`config.mk`:
```
export PLATFORM = sky130hd
export DESIGN_NAME = frdnt_dedup
export DESIGN_NICKNAME = d
export VERILOG_FILES = /design/src/hw/rtl/frdnt_pkg.sv /design/src/hw/rtl/frdnt_dedup.sv
export SDC_FILE = /design/constraint.sdc
export NUM_CORES = 2
export LEC_CHECK = 0
export BUFFER_PORTS_ARGS = -buffer_cell sky130_fd_sc_hd__buf_4
export CORE_ASPECT_RATIO = 0.5
export CORE_UTILIZATION = 40
export CTS_CLUSTER_SIZE = 24
export DETAILED_ROUTE_END_ITERATION = 6
export GPL_ROUTABILITY_DRIVEN = 0
export GPL_TIMING_DRIVEN = 1
export PLACE_DENSITY_LB_ADDON = 0.3
export SETUP_SLACK_MARGIN = 0.4
export SYNTH_ARGS = -nofsm -noshare
export SYNTH_HDL_FRONTEND = slang
export SYNTH_SLANG_ARGS = --single-unit
```
`constraint.sdc`:
```
create_clock -name clk -period 4.8 [get_ports clk]
set_clock_uncertainty 0.15 [all_clocks]
set_input_delay 0.24 -clock clk [delete_from_list [all_inputs] [get_ports clk]]
set_output_delay 0.24 -clock clk [all_outputs]
set_load 0.05 [all_outputs]
```
`src/hw/rtl/frdnt_pkg.sv`:
```
// Package for the flood relay duplicate cache and neighbor table block.
// Holds sizes, verdict codes, sequencer states and the table entry type.
// No dependencies.
package frdnt_pkg;

  localparam int DEDUP_DEPTH_DEF = 64;
  localparam int NODE_SLOTS_DEF  = 16;

  typedef enum logic [2:0] {
    VERDICT_OWN       = 3'd0,
    VERDICT_DUP       = 3'd1,
    VERDICT_NO_RELAY  = 3'd2,
    VERDICT_RELAY     = 3'd3,
    VERDICT_SLOT_READ = 3'd4
  } verdict_t;

  typedef enum logic [0:0] {
    CFG_OWN_ID  = 1'd0,
    CFG_TIMEOUT = 1'd1
  } cfg_idx_t;

  typedef enum logic [3:0] {
    ST_IDLE,
    ST_CLEAR,
    ST_DEDUP,
    ST_DEDUP_CHK,
    ST_SCAN,
    ST_UPDATE,
    ST_DONE
  } state_t;

  typedef struct packed {
    logic        used;
    logic [15:0] ident;
    logic [47:0] addr;
    logic        direct;
    logic [7:0]  signal;
    logic [7:0]  hop_dist;
    logic [31:0] heard;
    logic [31:0] dtime;
  } entry_t;

  // Status from the sequencer to the output stage.
  typedef struct packed {
    logic        load;
    logic [2:0]  verdict;
    logic [7:0]  ttl;
    logic [7:0]  hops;
  } res_ctl_t;

endpackage

```
`src/hw/rtl/frdnt_dedup.sv`:
```
// Duplicate cache ring memory with a registered read port.
// Depends on frdnt_pkg. Reset clearing is done by the sequencer with a sweep.
module frdnt_dedup #(
  parameter int DEPTH = frdnt_pkg::DEDUP_DEPTH_DEF,
  parameter int AW    = $clog2(DEPTH)
) (
  input  logic          clk,
  input  logic          we,
  input  logic [AW-1:0] waddr,
  input  logic [32:0]   wdata,
  input  logic [AW-1:0] raddr,
  output logic [32:0]   rdata
);
  import frdnt_pkg::*;

  // Bit 32 marks an entry that holds a key stored since the reset sweep.
  logic [32:0] mem [DEPTH];

  always_ff @(posedge clk) begin
    if (we) begin
      mem[waddr] <= wdata;
    end
    rdata <= mem[raddr];
  end

endmodule

```
==> results.ini <==
[routing]
wire_per_inst_um=31.1
vias=39400
viasPerCell=5.86
wl_um=209000
first_pass_iters=5
drc=0
drtIter0Drc=4764
antenna_left=0

[logic_synthesis]
synth-edff-count=2112
synthTopCellsByArea=edfxtp_1 (78%), mux4_2 (13%), mux2i_1 (1.2%)
synth_nets=3645
yosys.area.top_type=edfxtp_1
syn_area_per_cell_um2=22.6
synth.cell_area_um2=81200
synth_most_common_cell=edfxtp_1
ys.flop_type=edfxtp_1
synth-seq-area-share_pct=78.9
synthCells=3598
yosysWarnings=0
synth_common_cells=edfxtp_1 (2,112), mux4_2 (485), nand2_1 (102), mux2i_1 (96), nand3_1 (86)
synth.distinct_cells=46
ys_seq_elements=2145
async_flop_share_pct=0
synth_top_area_share_pct=78.1

[place]
port_buffers=79
dp.cells=6320
dpl-instance-area_um2=85800
dp.final_hpwl_um=121000

[layout]
fillers=16600
finalInstanceArea_um2=92200
final_cells=6718
nets=3885
drive_gt1_share_pct=26.2
syn_to_final_growth_pct=13.6

[power]
p_int_mw=29.7
p_leak_nw=28.3
power_density_nw_per_um2=411
ir_drop_mv=0.331
p_sw_share_pct=21.6
p_comb_share_pct=5.4
switching_power_mw=8.18
power_frac_clock_pct=39.6
pwr-share-seq_pct=55.0

[setup_path]
cpMostUsedCell=dlygate4sd3_1
worstRegToRegCells=5
worstPathRequired_ns=5.36
crit_path_max_incr_delay_ns=0.80
crit_chain=dlygate4sd3_1, buf_4, buf_12, nand2_1, o22ai_1, nor3_1, o22a_1, dlygate4sd3_1
crit_type=input pin to register
critical_path_arrival_ns=3.80
cpMaxStageDelayCell=nand2_1
worst_setup_path_end_kind=register
critPathLaunchType=input pin
path_max_fanout=70

[global_route]
grt_pass1_vias=39900
top_usage_layer=met2
grt_pass1_wl_um=298000
antenna_found_initial=4
grt.overflow.total=0
track_usage_pct=20.3
met2_usage_pct=33.2
gr-usage-met3_pct=3.06
grt_use_met1_pct=28.7
grt_max_degree=116

[die]
start_util_pct=40.4
die_h_um=321
io_pins=80
die_area_um2=205000
coreArea_um2=201000
rows=116
die_w_um=639

[sta]
setup_tns_ns=0
worst_pin_slew_ns=1.37
maxSlewViolCount=0
max_freq_ghz=0.308
relSlewSlack_pct=8.53
hold_viol_final=0
finalSetupViolCount=0
min_period_ns=3.25
fin_crit_sh_pct=67.6
rsz0062_at_grt=no

[cts]
cts_resized=0
cts_tree=done
cts_sinks=2145
cts_max_level=4
cts_buffers=190
postCtsHoldBufs=40
clk_pin_slew_ns=0.06
postCtsSetupBuffers=0
root_buffer=clkbuf_16
clockBufferDepth=3
insertion_delay_ns=0.83

[run]
maxCapViolations=0

[hold_path]
min_path_cells=3
hp-class=input pin to register

[run_status]
outcome=finished, final reports clean

[layout by cell type, fill, tap and decap left out, types with 13 or more instances in the layout]
cell           count
and3_1            19
mux2i_1           96
nor2b_1           20
clkinv_2          27
a21oi_1           17
edfxtp_1        2112
mux4_2           485
o221ai_1          46
clkinv_1          43
dfxtp_1           33
a211oi_1          19
nand2_1          101
nand3_1           86
clkbuf_16        195
o22ai_1           59
clkbuf_1          55
nor2_4            65
dlygate4sd3_1     40
buf_4            190
o21ai_0           13
bufinv_16         13
nand4_1           41
buf_12            19
a22oi_1           77
[metrics by stage]
stage / hold slack, ns / setup WS, ns / power, mW / utilization (%)
after floorplan: 0.189 / 1.18 / 22.3 / -
after global placement: 0.541 / 1.38 / 23.2 / 42.7
after detailed placement: 0.548 / 1.40 / 23.3 / 42.7
after CTS: 0.105 / 1.67 / 38.1 / 45.9
after global routing: 0.151 / 1.59 / 38.9 / 45.9
final: 0.143 / 1.55 / 37.9 / 45.9
[critical path, delay by kind of cell]
family	cells	cell delay, ns
AO/OA/AOI/OAI	2	0.63
buffers and inverters	4	1.95
AND/OR/NAND/NOR	2	0.89
[cell families after synthesis]
family | count (synthesis) | synth area share (%)
compound gates | 281 | 2.61
buf+inv | 207 | 1.47
mux | 587 | 14.7
flops | 2145 | 78.9
simple gates | 378 | 2.27
[final timing paths]
kind	from	slack [ns]	endpoint
setup reg to reg	mem[55][18]	2.43	rdata[18]
hold reg to reg	mem[29][27]	0.67	rdata[27]
setup / recovery	raddr[3]	1.55	rdata[18]
hold / removal	waddr[0]	0.14	mem[55][7]
[registers in the layout, indices dropped and copies added, names as in the netlist]
register and count:
rdata 33, mem 2112
[cell type report]
type	count	area, um2	area share (%)
antenna	5	12.5	0.0136
clock buffer	256	5170	5.60
tap	2714	3400	3.68
multi-input combinational	1246	16400	17.8
timing repair buffer	252	2250	2.44
inverter	3	11.3	0.0122
sequential	2145	64100	69.5
clock inverter	97	876	0.950
[power by group through the flow]
stage / Clock (mW) / Combinational (mW) / Sequential [mW]
global route: 15.9 / 2.13 / 20.8
CTS: 15.2 / 2.05 / 20.8
finish: 15.0 / 2.03 / 20.8
global placement: 0 / 1.99 / 21.2
detailed placement: 0 / 2.02 / 21.2
floorplan: 0 / 0.997 / 21.3
[routing by layer]
metal  vias to the layer above  share of wire (%)  wire length, um
met5                         -                  0                0
met4                         0                2.4             4920
met3                       271                7.3            15300
met2                      1645                 49           102000
met1                     21600                 42            86900
li1                      15900                  -                -
Power figures use the tool's default switching activity.
