==> src/hw/rtl/frdnt_pkg.sv <==
// Package for the flood relay duplicate cache and neighbor table block.
// Holds sizes, verdict codes, sequencer states and the table entry type.
// No dependencies.
package frdnt_pkg;

  localparam int DEDUP_DEPTH_DEF = 64;
  localparam int NODE_SLOTS_DEF  = 16;

  typedef enum logic [2:0] {
    VERDICT_OWN       = 3'd0,
    VERDICT_DUP       = 3'd1,
    VERDICT_NO_RELAY  = 3'd2,
    VERDICT_RELAY     = 3'd3,
    VERDICT_SLOT_READ = 3'd4
  } verdict_t;

  typedef enum logic [0:0] {
    CFG_OWN_ID  = 1'd0,
    CFG_TIMEOUT = 1'd1
  } cfg_idx_t;

  typedef enum logic [3:0] {
    ST_IDLE,
    ST_CLEAR,
    ST_DEDUP,
    ST_DEDUP_CHK,
    ST_SCAN,
    ST_UPDATE,
    ST_DONE
  } state_t;

  typedef struct packed {
    logic        used;
    logic [15:0] ident;
    logic [47:0] addr;
    logic        direct;
    logic [7:0]  signal;
    logic [7:0]  hop_dist;
    logic [31:0] heard;
    logic [31:0] dtime;
  } entry_t;

  // Status from the sequencer to the output stage.
  typedef struct packed {
    logic        load;
    logic [2:0]  verdict;
    logic [7:0]  ttl;
    logic [7:0]  hops;
  } res_ctl_t;

endpackage

==> src/hw/rtl/frdnt_table.sv <==
// Neighbor table memory: one entry per slot, read and written by address.
// Depends on frdnt_pkg.
module frdnt_table #(
  parameter int SLOTS = frdnt_pkg::NODE_SLOTS_DEF,
  parameter int SW    = $clog2(SLOTS)
) (
  input  logic            clk,
  input  logic            we,
  input  logic [SW-1:0]   waddr,
  input  frdnt_pkg::entry_t wdata,
  input  logic [SW-1:0]   raddr,
  output frdnt_pkg::entry_t rdata
);
  import frdnt_pkg::*;

  entry_t mem [SLOTS];

  always_ff @(posedge clk) begin
    if (we) begin
      mem[waddr] <= wdata;
    end
    rdata <= mem[raddr];
  end

endmodule

==> config.mk <==
export PLATFORM = sky130hd
export DESIGN_NAME = frdnt_table
export DESIGN_NICKNAME = d
export VERILOG_FILES = /design/src/hw/rtl/frdnt_pkg.sv /design/src/hw/rtl/frdnt_table.sv
export SDC_FILE = /design/constraint.sdc
export NUM_CORES = 2
export LEC_CHECK = 0
export ABC_AREA = 1
export BUFFER_PORTS_ARGS = -buffer_cell sky130_fd_sc_hd__buf_2
export CORE_ASPECT_RATIO = 1.2
export CORE_MARGIN = 5
export CORE_UTILIZATION = 40
export CTS_CLUSTER_SIZE = 14
export DETAILED_ROUTE_END_ITERATION = 16
export PLACE_DENSITY_LB_ADDON = 0.2
export SYNTH_ARGS = -nofsm -noshare
export SYNTH_HDL_FRONTEND = slang
export SYNTH_SLANG_ARGS = --single-unit
==> constraint.sdc <==
create_clock -name clk -period 7.06 [get_ports clk]
set_input_delay 0 -clock clk [delete_from_list [all_inputs] [get_ports clk]]
set_output_delay 0 -clock clk [all_outputs]
set_load 0.03 [all_outputs]
==> results by group <==
Cells and area
  • Synthesis-to-layout area growth: 14.4%
  • Post-Layout Cell Count: 12765
  • Final-stage net count: 9348
  • Share of post-route cells with drive strength above 1: 0.0852

STA
  • Final setup viols: 0
  • Final worst path period share: 0.509
  • Final min period: 3.60 ns
  • FMAX: about 280 MHz
  • Final TNS setup: 0 ns
  • RSZ-0062 raised after global routing: no
  • Max Slew Vio Count: 30
  • Slew @ Worst Pin: around 1.5 ns
  • Hold Vio Cnt, Final: 0
  • Final worst-path setup slack: 3.46 ns
  • Clock skew: 0.0422 ns
  • Max-Slew Margin vs Limit: -0.00776

Routing
  • Vias post-DR: around 64000
  • Remaining DRCs: 0
  • Via density: 5.02
  • First drt pass iteration count: 5
  • Routed Antenna Nets: 0
  • Final wirelength: 274000 µm
  • Wirelength per Cell: 21.4 µm
  • Iter 0 DRT Violations: 5345

Pwr
  • PD cells: ~280 mW/mm²
  • Switching Share: 0.228
  • Sw power: 7.34 mW
  • Cell Int Power: around 25 mW
  • Tot Pwr: 32.1 mW
  • Clock power frac: 0.418
  • Peak supply drop: 0.187 mV
  • Leak: 45.6 nW
  • Part of the power in registers: 0.517
  • Logic gate share of total power: 0.065

Die
  • Core area: 0.249 mm²
  • Starting Density: 0.400
  • Die Ht: around 560 µm
  • Num ports: between 300 and 400
  • FP Rows: around 200
  • Die Wd: approximately 470 µm
  • Area of the die: roughly 0.26 mm²

Synth
  • Seq/Total Area, Yosys: 0.732
  • #FFs+latches synth: 2482
  • Cell count after synthesis: 8860
  • Netlist Area Pre-Place: around 0.1 mm²
  • Library cells used by synthesis: 16
  • Synthesis Warnings: 0
  • Synth top area share: 0.703
  • Synth area leaders: edfxtp_1 70%, nand2_1 12%, nand3_1 8.4%
  • Synth Area per Inst: 11.3 µm²
  • Syn_nets: 9016
  • Area leader, netlist: edfxtp_1

Outcome
  • Failing checks: max-slew violations
  • Status: finished with violations

Placement
  • Gpl congestion: 0.754
  • Total placed cells including tap cells: 12113
  • Hpwl dp: 127000 µm
  • DP Worst Slack: approximately 3.4 ns
  • Port bufs: ~300

GRT
  • Initial antenna violation count: 46
  • Global route overflow: 0
  • Largest net degree at the start of global routing: 243
  • GRT Util Overall: 0.206
  • Vias in the first global route: 62877
  • First-pass GRT wire length: 404000 µm

Setup path
  • Worst endpoint data arrival time: 4.35 ns
  • Worst reg-to-reg setup slack: approximately 4.5 ns
  • Worst Setup End Kind: register
  • WP data required: ~7.8 ns
  • RR Startpoint: mem[12][38]
  • Reg-to-Reg End: rdata[38]
  • Crit path launch type: primary input
  • Crit path kind: in -> reg
  • Reg2reg path depth: 9
  • CP Max Fanout: ~120

Clocking
  • Post-CTS sizing: 0
  • Clock buffer count from CTS: ~270
  • Clock sinks: 2482
  • Htree depth: 5
  • Post-CTS Setup Bufs: 0
  • Clk slew on worst S/H paths: around 0.060 ns
  • Clock Latency Late Sink: 0.85 ns
  • CTS tree: built
  • Root Buffer Master: clkbuf_16
  • Clock Tree Buf Depth: 4

Hold path
  • HP Start: wdata[97]
  • Worst Hold Class: in -> reg
  • Hold Path Stages: 2
  • Worst hold endpoint: mem[6][97]

Run
  • Max cap viols: 0
-- timing repair --
item                                     CTS  global route
endpoints found under the hold margin   2443             0
hold buffers                             158             0
endpoints found under the setup margin     0             0
-- layout by cell type (no fill, tap or decap) --
cell type | Yosys | layout
buf_2 | 253 | 297
or2_2 | 29 | 29
inv_1 | 971 | 969
clkinv_1 | 0 | 31
clkinv_2 | 0 | 35
clkbuf_16 | 0 | 272
inv_8 | 0 | 3
nor2_1 | 17 | 1
nand3_1 | 1676 | 1676
nor2_4 | 0 | 16
nand2_1 | 3196 | 3196
clkinv_8 | 0 | 5
edfxtp_1 | 2336 | 2336
buf_4 | 56 | 59
buf_12 | 0 | 29
nand3b_1 | 2 | 2
bufinv_16 | 0 | 11
inv_16 | 0 | 5
diode_2 | 0 | 23
clkinvlp_4 | 0 | 3
dfxtp_1 | 146 | 146
buf_8 | 1 | 4
clkbuf_8 | 0 | 22
dlygate4sd3_1 | 0 | 158
inv_6 | 0 | 8
clkinv_4 | 0 | 2
clkbuf_1 | 102 | 78
-- per-layer routing --
metal	global-route usage	routed length, µm
met1	0.270	117000
met2	0.350	132000
met3	0.0315	14000
met4	0.0707	9550
met5	0	129
-- logic make-up (layout without fill, tap and decap cells) --
| logic type | Yosys count | count (layout) | synth area share |
|---|---|---|---|
| DFF | 2482 | 2482 | 0.732 |
| and+or+nand+nor | 4920 | 4920 | 0.207 |
| other | 0 | 23 | 0 |
| buffers and inverters | 1458 | 1991 | 0.0611 |
-- worst max-delay path by stage --
stage	end	start	cells past startpoint
6_report	rdata[38]	raddr[1]	11
5_1_grt	rdata[38]	raddr[1]	11
4_1_cts	rdata[38]	raddr[1]	11
3_5_place_dp	rdata[136]	raddr[0]	9
3_3_place_gp	rdata[130]	raddr[0]	10
2_1_floorplan	mem[10][0]	waddr[2]	2
-- cells in the mapped netlist --
cell      count
buf_1        62
dfxtp_1     146
inv_4         1
nand2_1    3196
inv_1       971
nor2_1       17
buf_8         1
nand3_1    1676
inv_2         1
edfxtp_1   2336
or2_2        29
nand3b_1      2
buf_2       253
buf_4        56
clkbuf_1    102
buf_6        11
-- final cells by class --
| type | count | area (µm²) |
|---|---|---|
| clock buffers | 372 | 7400 |
| fillers | 22702 | 135000 |
| well taps | 3349 | 4190 |
| inverters | 973 | 3690 |
| flip-flops and latches | 2482 | 73100 |
| multi-input cells | 4920 | 20800 |
| clock inverters | 99 | 893 |
| repair buffers | 547 | 4150 |
| diodes | 23 | 57.6 |
-- worst max-delay path: stages --
cell and delay [ns]:
dlygate4sd3_1 0.56, buf_8 0.22, inv_8 0.69, buf_4 0.68, nand3_1 0.18, nand3_1 0.11, dlygate4sd3_1 0.55, nand3_1 0.07
dlygate4sd3_1 0.58, nand2_1 0.05, dlygate4sd3_1 0.53
-- through the flow --
step                instance area, µm²  hold slack (ns)   util
global placement                104000            0.382  0.418
CTS                             114000          0.00216  0.458
floorplan                        99800           0.0989      -
detailed placement              104000            0.387  0.418
global route                    114000           0.0509  0.458
finish                          114000           0.0767  0.458
-- power by group through the flow --
stage | registers, mW | clock network (mW) | logic, mW
finish | 16.6 | 13.4 | 2.09
global route | 16.6 | 14.4 | 2.31
CTS | 16.6 | 13.8 | 2.12
detailed placement | 16.9 | 0 | 2.02
global placement | 16.9 | 0 | 2.00
floorplan | 17.1 | 0 | 1.05
-- flip-flops by register name, summed over array words and instances (netlist names) --
signal	count
rdata	146
mem	2336
No activity file was read; power rests on OpenSTA's default activity.
